[src/sv/pwgd_pkg.sv]
// ----------------------------------------------------------------------------
// pwgd_pkg
// Shared types and constants for the pulse-width gesture decoder: register
// indexes, reset values, gesture state codes and the structs between modules.
// ----------------------------------------------------------------------------
package pwgd_pkg;

  // Field widths
  localparam int WidthW = 16;
  localparam int TimeW  = 32;
  localparam int IdxW   = 8;
  localparam int StateW = 3;
  localparam int CfgAW  = 3;
  localparam int CfgDW  = 16;

  // Register indexes on the configuration port
  localparam logic [CfgAW-1:0] REG_LOW_THRESHOLD  = 3'd0;
  localparam logic [CfgAW-1:0] REG_HIGH_THRESHOLD = 3'd1;
  localparam logic [CfgAW-1:0] REG_TIMEOUT_MS     = 3'd2;
  localparam logic [CfgAW-1:0] REG_COLOR_COUNT    = 3'd3;
  localparam logic [CfgAW-1:0] REG_MODE_COUNT     = 3'd4;
  localparam logic [CfgAW-1:0] REG_COLOR_START    = 3'd5;
  localparam logic [CfgAW-1:0] REG_MODE_START     = 3'd6;

  // Register reset values
  localparam logic [WidthW-1:0] RST_LOW_THRESHOLD  = 16'd1400;
  localparam logic [WidthW-1:0] RST_HIGH_THRESHOLD = 16'd1600;
  localparam logic [WidthW-1:0] RST_TIMEOUT_MS     = 16'd500;
  localparam logic [IdxW-1:0]   RST_COLOR_COUNT    = 8'd8;
  localparam logic [IdxW-1:0]   RST_MODE_COUNT     = 8'd8;
  localparam logic [IdxW-1:0]   RST_COLOR_START    = 8'd0;
  localparam logic [IdxW-1:0]   RST_MODE_START     = 8'd0;

  // Gesture state codes
  localparam logic [StateW-1:0] ST_IDLE  = 3'd0;
  localparam logic [StateW-1:0] ST_LOW1  = 3'd1;
  localparam logic [StateW-1:0] ST_HIGH1 = 3'd2;
  localparam logic [StateW-1:0] ST_LOW2  = 3'd3;
  localparam logic [StateW-1:0] ST_HIGH2 = 3'd4;

  typedef struct packed {
    logic [WidthW-1:0] low_threshold;
    logic [WidthW-1:0] high_threshold;
    logic [WidthW-1:0] timeout_ms;
    logic [IdxW-1:0]   color_count;
    logic [IdxW-1:0]   mode_count;
  } cfg_t;

  typedef struct packed {
    logic [StateW-1:0] gesture;
    logic [TimeW-1:0]  last_time;
    logic [IdxW-1:0]   color;
    logic [IdxW-1:0]   mode;
  } gst_t;

endpackage

[src/sv/pulse_width_gesture_decoder_core.sv]
// An accepted input beat feeds the step logic from the input register, and the
// outcome lands in the result register. Throughput: one poll per cycle while
// the result slot is free or being drained; the gesture state and both indices
// update in a single pass of the step logic, so polls may follow back to back.
// Reset (synchronous, rst_n low): registers return to their defaults, the
// gesture machine goes idle, step time clears and indices load the start values.
// ----------------------------------------------------------------------------
// pulse_width_gesture_decoder_core
// Switch gesture decoder on polled RC pulse widths, with a write-only
// configuration port and valid/ready input and result channels.
// ----------------------------------------------------------------------------
module pulse_width_gesture_decoder_core (
  input  logic                           clk,
  input  logic                           rst_n,
  // configuration
  input  logic                           cfg_wr_en,
  input  logic [pwgd_pkg::CfgAW-1:0]     cfg_index,
  input  logic [pwgd_pkg::CfgDW-1:0]     cfg_wdata,
  // poll beats
  input  logic                           in_valid,
  output logic                           in_ready,
  input  logic [pwgd_pkg::WidthW-1:0]    in_pulse_width,
  input  logic [pwgd_pkg::TimeW-1:0]     in_now_ms,
  // result beats
  output logic                           out_valid,
  input  logic                           out_ready,
  output logic [pwgd_pkg::IdxW-1:0]      out_color_index,
  output logic [pwgd_pkg::IdxW-1:0]      out_mode_index,
  output logic                           out_save_request
);

  pwgd_pkg::cfg_t                  cfg_r;
  pwgd_pkg::gst_t                  st_r;
  pwgd_pkg::gst_t                  st_nxt;
  pwgd_pkg::gst_t                  step_st;
  logic                            save_nxt;
  logic                            advance;
  logic                            s1_valid_r;
  logic [pwgd_pkg::WidthW-1:0]     s1_width_r;
  logic [pwgd_pkg::TimeW-1:0]      s1_now_r;
  logic                            out_valid_r;
  logic [pwgd_pkg::IdxW-1:0]       out_color_r;
  logic [pwgd_pkg::IdxW-1:0]       out_mode_r;
  logic                            out_save_r;

  // Move the whole pipe whenever the result slot is free or being drained
  assign advance  = !out_valid_r || out_ready;
  assign in_ready = advance;

  // Configuration registers
  always_ff @(posedge clk) begin
    if (!rst_n) begin
      cfg_r.low_threshold  <= pwgd_pkg::RST_LOW_THRESHOLD;
      cfg_r.high_threshold <= pwgd_pkg::RST_HIGH_THRESHOLD;
      cfg_r.timeout_ms     <= pwgd_pkg::RST_TIMEOUT_MS;
      cfg_r.color_count    <= pwgd_pkg::RST_COLOR_COUNT;
      cfg_r.mode_count     <= pwgd_pkg::RST_MODE_COUNT;
    end else if (cfg_wr_en) begin
      unique case (cfg_index)
        pwgd_pkg::REG_LOW_THRESHOLD:  cfg_r.low_threshold  <= cfg_wdata;
        pwgd_pkg::REG_HIGH_THRESHOLD: cfg_r.high_threshold <= cfg_wdata;
        pwgd_pkg::REG_TIMEOUT_MS:     cfg_r.timeout_ms     <= cfg_wdata;
        pwgd_pkg::REG_COLOR_COUNT:    cfg_r.color_count    <= cfg_wdata[pwgd_pkg::IdxW-1:0];
        pwgd_pkg::REG_MODE_COUNT:     cfg_r.mode_count     <= cfg_wdata[pwgd_pkg::IdxW-1:0];
        default: ;
      endcase
    end
  end

  // Input register
  always_ff @(posedge clk) begin
    if (!rst_n) begin
      s1_valid_r <= 1'b0;
    end else if (advance) begin
      s1_valid_r <= in_valid;
    end
  end

  always_ff @(posedge clk) begin
    if (advance && in_valid) begin
      s1_width_r <= in_pulse_width;
      s1_now_r   <= in_now_ms;
    end
  end

  pwgd_step u_step (
    .cfg         (cfg_r),
    .cur         (st_r),
    .pulse_width (s1_width_r),
    .now_ms      (s1_now_r),
    .nxt         (step_st),
    .save        (save_nxt)
  );

  // Next gesture state; a start write restores the index at once
  always_comb begin
    st_nxt = st_r;
    if (advance && s1_valid_r) begin
      st_nxt = step_st;
    end
    if (cfg_wr_en && cfg_index == pwgd_pkg::REG_COLOR_START) begin
      st_nxt.color = cfg_wdata[pwgd_pkg::IdxW-1:0];
    end
    if (cfg_wr_en && cfg_index == pwgd_pkg::REG_MODE_START) begin
      st_nxt.mode = cfg_wdata[pwgd_pkg::IdxW-1:0];
    end
  end

  // Gesture state
  always_ff @(posedge clk) begin
    if (!rst_n) begin
      st_r.gesture   <= pwgd_pkg::ST_IDLE;
      st_r.last_time <= '0;
      st_r.color     <= pwgd_pkg::RST_COLOR_START;
      st_r.mode      <= pwgd_pkg::RST_MODE_START;
    end else begin
      st_r <= st_nxt;
    end
  end

  // Result register
  always_ff @(posedge clk) begin
    if (!rst_n) begin
      out_valid_r <= 1'b0;
    end else if (advance) begin
      out_valid_r <= s1_valid_r;
    end
  end

  always_ff @(posedge clk) begin
    if (advance && s1_valid_r) begin
      out_color_r <= step_st.color;
      out_mode_r  <= step_st.mode;
      out_save_r  <= save_nxt;
    end
  end

  assign out_valid        = out_valid_r;
  assign out_color_index  = out_color_r;
  assign out_mode_index   = out_mode_r;
  assign out_save_request = out_save_r;

`ifndef SYNTHESIS
  // A stalled result beat is never dropped
  a_out_hold: assert property (@(posedge clk) disable iff (!rst_n)
    out_valid_r && !out_ready |=> out_valid_r)
    else $error("result beat lost while stalled");

  // A poll in the input register waits while the result slot is blocked
  a_s1_hold: assert property (@(posedge clk) disable iff (!rst_n)
    s1_valid_r && !advance |=> s1_valid_r && $stable(s1_now_r) && $stable(s1_width_r))
    else $error("buffered poll changed while stalled");

  // Gesture state only moves when a poll is processed
  a_state_still: assert property (@(posedge clk) disable iff (!rst_n)
    !(advance && s1_valid_r) |=> $stable(st_r.gesture) && $stable(st_r.last_time))
    else $error("gesture state moved without a poll");

  // Every index advance leaves the machine idle
  a_save_idle: assert property (@(posedge clk) disable iff (!rst_n)
    out_valid_r && out_save_r |-> st_r.gesture == pwgd_pkg::ST_IDLE)
    else $error("save request without return to idle");
`endif

endmodule

[src/sv/pwgd_step.sv]
// ----------------------------------------------------------------------------
// pwgd_step
// Next-state logic for one poll: level classification, step timeout and
// index advance with wrap.
// ----------------------------------------------------------------------------
module pwgd_step (
  input  pwgd_pkg::cfg_t                   cfg,
  input  pwgd_pkg::gst_t                   cur,
  input  logic [pwgd_pkg::WidthW-1:0]      pulse_width,
  input  logic [pwgd_pkg::TimeW-1:0]       now_ms,
  output pwgd_pkg::gst_t                   nxt,
  output logic                             save
);

  logic                          is_low;
  logic                          is_high;
  logic                          expired;
  logic [pwgd_pkg::TimeW-1:0]    elapsed;
  logic [pwgd_pkg::IdxW:0]       color_inc;
  logic [pwgd_pkg::IdxW:0]       mode_inc;
  logic [pwgd_pkg::IdxW-1:0]     color_wrap;
  logic [pwgd_pkg::IdxW-1:0]     mode_wrap;

  // Classify the width and measure the gap since the last step
  assign is_low  = pulse_width < cfg.low_threshold;
  assign is_high = pulse_width > cfg.high_threshold;
  assign elapsed = now_ms - cur.last_time;
  assign expired = elapsed > {{(pwgd_pkg::TimeW-pwgd_pkg::WidthW){1'b0}}, cfg.timeout_ms};

  // Advance each index, wrapping to zero at or past its count
  assign color_inc  = {1'b0, cur.color} + 1'b1;
  assign mode_inc   = {1'b0, cur.mode} + 1'b1;
  assign color_wrap = (color_inc >= {1'b0, cfg.color_count}) ? '0
                                                             : color_inc[pwgd_pkg::IdxW-1:0];
  assign mode_wrap  = (mode_inc >= {1'b0, cfg.mode_count}) ? '0
                                                           : mode_inc[pwgd_pkg::IdxW-1:0];

  // Gesture sequencer
  always_comb begin
    nxt  = cur;
    save = 1'b0;
    unique case (cur.gesture)
      pwgd_pkg::ST_IDLE: begin
        if (is_low) begin
          nxt.gesture   = pwgd_pkg::ST_LOW1;
          nxt.last_time = now_ms;
        end
      end
      pwgd_pkg::ST_LOW1: begin
        if (is_high) begin
          nxt.gesture   = pwgd_pkg::ST_HIGH1;
          nxt.last_time = now_ms;
        end else if (expired) begin
          nxt.gesture = pwgd_pkg::ST_IDLE;
        end
      end
      pwgd_pkg::ST_HIGH1: begin
        if (is_low) begin
          nxt.gesture   = pwgd_pkg::ST_LOW2;
          nxt.last_time = now_ms;
        end else if (expired) begin
          nxt.gesture = pwgd_pkg::ST_IDLE;
        end
      end
      pwgd_pkg::ST_LOW2: begin
        if (is_high) begin
          nxt.gesture   = pwgd_pkg::ST_HIGH2;
          nxt.last_time = now_ms;
        end else if (expired) begin
          // short gesture timed out: next colour
          nxt.gesture = pwgd_pkg::ST_IDLE;
          nxt.color   = color_wrap;
          save        = 1'b1;
        end
      end
      pwgd_pkg::ST_HIGH2: begin
        if (is_low) begin
          // full gesture: next mode
          nxt.gesture   = pwgd_pkg::ST_IDLE;
          nxt.last_time = now_ms;
          nxt.mode      = mode_wrap;
          save          = 1'b1;
        end else if (expired) begin
          nxt.gesture = pwgd_pkg::ST_IDLE;
        end
      end
      default: begin
        nxt.gesture = pwgd_pkg::ST_IDLE;
      end
    endcase
  end

endmodule

[config.mk]
export PLATFORM = sky130hd
export DESIGN_NAME = pulse_width_gesture_decoder_core
export DESIGN_NICKNAME = d
export VERILOG_FILES = /design/src/sv/pwgd_pkg.sv /design/src/sv/pulse_width_gesture_decoder_core.sv /design/src/sv/pwgd_step.sv
export SDC_FILE = /design/constraint.sdc
export NUM_CORES = 1
export LEC_CHECK = 0
export ABC_AREA = 0
export BUFFER_PORTS_ARGS = -buffer_cell sky130_fd_sc_hd__buf_2
export CAP_MARGIN = 20
export CORE_UTILIZATION = 25
export DETAILED_ROUTE_END_ITERATION = 16
export GPL_TIMING_DRIVEN = 0
export PLACE_DENSITY = 0.52
export SYNTH_ARGS = -nofsm -noshare
export SYNTH_HDL_FRONTEND = slang
export SYNTH_SLANG_ARGS = --single-unit
[constraint.sdc]
create_clock -name clk -period 12.75 [get_ports clk]
set_clock_uncertainty 0.15 [all_clocks]
set_input_delay 2.55 -clock clk [delete_from_list [all_inputs] [get_ports clk]]
set_output_delay 2.55 -clock clk [all_outputs]
set_load 0.005 [all_outputs]
==> load_flow_metrics.sql <==
INSERT INTO impl_metrics (metric_group, metric, value, unit) VALUES
('status', 'outcome', 'completed', ''),
('synth', 'synth_top_area_share', '21.82', '%'),
('clock_network', 'path_clk_slew', '0.07', 'ns'),
('synth', 'synth_ff_type', 'dfxtp_1', ''),
('synth', 'ys_warn_count', '0', ''),
('clock_network', 'insertion_delay', '0.46', 'ns'),
('synth', 'post-synth-top-count-cell', 'nand2_1', ''),
('die', 'pin_count', '91', ''),
('drt', 'ant_nets', '0', ''),
('timing', 'achievable-frequency', '0.1761', 'GHz'),
('setup_path', 'setup.worst_path.class', 'primary input to output port', ''),
('setup_path', 'timing.critical_path.arrival', '2.98', 'ns'),
('timing', 'worst_case_setup_margin_in_the_final_layout', '7.072', 'ns'),
('timing', 'post_route_fraction_of_the_period_consumed_by_the_critical_path', '44.54', '%'),
('final_layout', 'post_route_cells_drive_above_1_share', '12.15', '%'),
('timing', 'worst_slew_margin_rel', '38.79', '%'),
('synth', 'synth-seq-area-share', '40.00', '%'),
('final_layout', 'fillCellCount', '4448', ''),
('global_route', 'grt_antenna_before_repair', '5', ''),
('min_path', 'hp-class', 'flop to flop', ''),
('setup_path', 'r2r.worst_path.cells', '19', ''),
('synth', 'synth_enable_flop_cells', '65', ''),
('drt', 'drt_iter0_drc', '395', ''),
('setup_path', 'r2r_setup_slk', '7.50', 'ns'),
('clock_network', 'clock-root-buffer', 'clkbuf_16', ''),
('die', 'die-height', '209.2', 'um'),
('synth', 'ys_async_sr_fraction', '0', '%'),
('global_route', 'grt_pass1_wl', '46.13', 'mm'),
('clock_network', 'holdBufCountCts', '0', ''),
('setup_path', 'regToRegStartpoint', 's1_now_r[0]$_DFFE_PP_', ''),
('final_layout', 'finalNetCount', '1456', ''),
('final_layout', 'post-route-cell-area', '12470', 'um2'),
('setup_path', 'worst-path-max-fanout', '5', ''),
('global_route', 'grt_max_degree', '38', ''),
('drt', 'drt_pass1_iterations', '5', ''),
('setup_path', 'cp.required', '10.05', 'ns'),
('clock_network', 'clock_tree_from_tritoncts', 'done', ''),
('place', 'post-place-ws', '7.065', 'ns'),
('synth', 'synth_area', '10740', 'um2'),
('drt', 'wirelength', '28.46', 'mm'),
('setup_path', 'worstSetupEndpoint', 'in_ready', ''),
('final_layout', 'layout-area-overhead-vs-synth', '16.13', '%'),
('synth', 'yosysTopAreaCell', 'dfxtp_1', ''),
('setup_path', 'cp-end-kind', 'output port', ''),
('drt', 'post-route-drc-count', '0', ''),
('global_route', 'grt_pass1_vias', '8585', ''),
('die', 'core_area', '42130', 'um2'),
('global_route', 'grt_util_all_layers', '13.51', '%'),
('clock_network', 'post_cts_buffers', '0', ''),
('die', 'initial_utilization', '25.48', '%'),
('synth', 'largest_cells_by_area_after_synthesis', 'dfxtp_1 22%, edfxtp_1 18%, ha_1 11%, nand2_1 5.7%, inv_1 3.5%', ''),
('pwr', 'power.static_leakage', '4.907', 'nW'),
('timing', 'finalSetupViolCount', '0', ''),
('flow_run', 'maxCapViolations', '0', ''),
('synth', 'syn_nets', '1345', ''),
('pwr', 'finalPower', '1.409', 'mW'),
('final_layout', 'seqCellArea', '4294', 'um2'),
('clock_network', 'cts_buffers', '17', ''),
('die', 'die_width', '209.2', 'um'),
('drt', 'post_drt_wl_per_cell', '15.45', 'um'),
('clock_network', 'cts-resized-gates', '0', ''),
('die', 'rows', '75', ''),
('timing', 'fin_setup_tns', '0', 'ns'),
('synth', 'syn-instance-count', '1176', ''),
('place', 'numPortBuffers', '89', ''),
('die', 'die_area', '43770', 'um2'),
('final_layout', 'multi_input_comb_area', '5856', 'um2'),
('setup_path', 'crit_reg_reg_endpoint', 'out_color_index[3]$_DFFE_PP_', ''),
('timing', 'grt_setup_unrepaired', 'false', ''),
('synth', 'syn_avg_cell_area', '9.129', 'um2'),
('place', 'hpwl', '21.85', 'mm');
-- routing by layer --
metal | wire length, um | GRT usage, %
met1 | 13860 | 17.87
met2 | 12790 | 21.18
met3 | 1233 | 3.111
met4 | 551 | 5.401
met5 | 25 | 0
-- per-stage QoR --
step,util [%],instances
6_report,29.59,1842
5_1_grt,29.58,1840
4_1_cts,29.57,1839
3_5_place_dp,28.24,1807
3_3_place_gp,28.14,1804
2_1_floorplan,-,1176
-- where the power goes --
group / leakage, nW / internal [mW] / switching, mW / total (mW)
clock network: 0.277 / 0.280 / 0.240 / 0.520
registers: 1.57 / 0.627 / 0.0148 / 0.642
logic: 3.06 / 0.102 / 0.145 / 0.247
-- cell usage in the layout, fill, tap and decap left out, types with 18 or more instances in the layout --
| master | n |
|---|---|
| buf_2 | 97 |
| ha_1 | 96 |
| inv_1 | 100 |
| o211ai_1 | 23 |
| nand2_1 | 163 |
| clkbuf_16 | 19 |
| a21boi_0 | 49 |
| nand3_1 | 18 |
| dfxtp_1 | 117 |
| a21o_1 | 29 |
| mux2i_1 | 36 |
| nand4_1 | 19 |
| clkbuf_1 | 31 |
| nor2b_1 | 48 |
| nor2_1 | 51 |
| o21ai_0 | 53 |
| edfxtp_1 | 65 |
| o31ai_1 | 19 |
| a21oi_1 | 50 |
-- area by class of cell --
| type | count | share of cell area (%) |
|---|---|---|
| buffer | 40 | 1.706 |
| multi-input combinational | 853 | 46.97 |
| tap | 539 | 5.409 |
| timing repair buffer | 92 | 3.864 |
| clock buffer | 24 | 4.045 |
| antenna | 3 | 0.06022 |
| sequential | 182 | 34.44 |
| clock inverter | 8 | 0.4617 |
| inverter | 101 | 3.041 |
-- cell families (layout without fill, tap and decap cells) --
logic type | after synthesis | after routing | synth area share, %
compound gates | 310 | 310 | 19.94
xor+xnor | 30 | 30 | 2.448
fa+ha+maj | 97 | 97 | 11.38
buf+inv | 141 | 265 | 5.513
flops | 182 | 182 | 40.00
mux | 40 | 40 | 3.776
other cells | 0 | 3 | 0
simple gates | 376 | 376 | 16.95
-- registers in the layout, indices dropped and copies added (netlist names) --
signal,count
s1_width_r,16
out_valid,1
s1_valid_r,1
s1_now_r,32
out_save_request,1
out_color_index,8
st_r,51
cfg_r,64
out_mode_index,8
-- worst min path at each step --
stage                                       from                     end  slack, ns  cells past startpoint
after floorplan           cfg_r[33]$_SDFFE_PN0P_  cfg_r[33]$_SDFFE_PN0P_       0.29                      2
after global placement    cfg_r[59]$_SDFFE_PN0P_  cfg_r[59]$_SDFFE_PN0P_       0.30                      2
after detailed placement   cfg_r[6]$_SDFFE_PN0P_   cfg_r[6]$_SDFFE_PN0P_       0.31                      2
after CTS                  cfg_r[6]$_SDFFE_PN0P_   cfg_r[6]$_SDFFE_PN0P_       0.32                      2
after global routing      cfg_r[44]$_SDFFE_PN0P_  cfg_r[44]$_SDFFE_PN0P_       0.34                      2
final                     cfg_r[62]$_SDFFE_PN0P_  cfg_r[62]$_SDFFE_PN0P_       0.31                      2
-- critical path, stage by stage --
cell,delay (ns)
buf_2,0.09
nand2b_1,0.18
buf_2,0.15
Note: power is estimated with default switching activity, not from simulation.
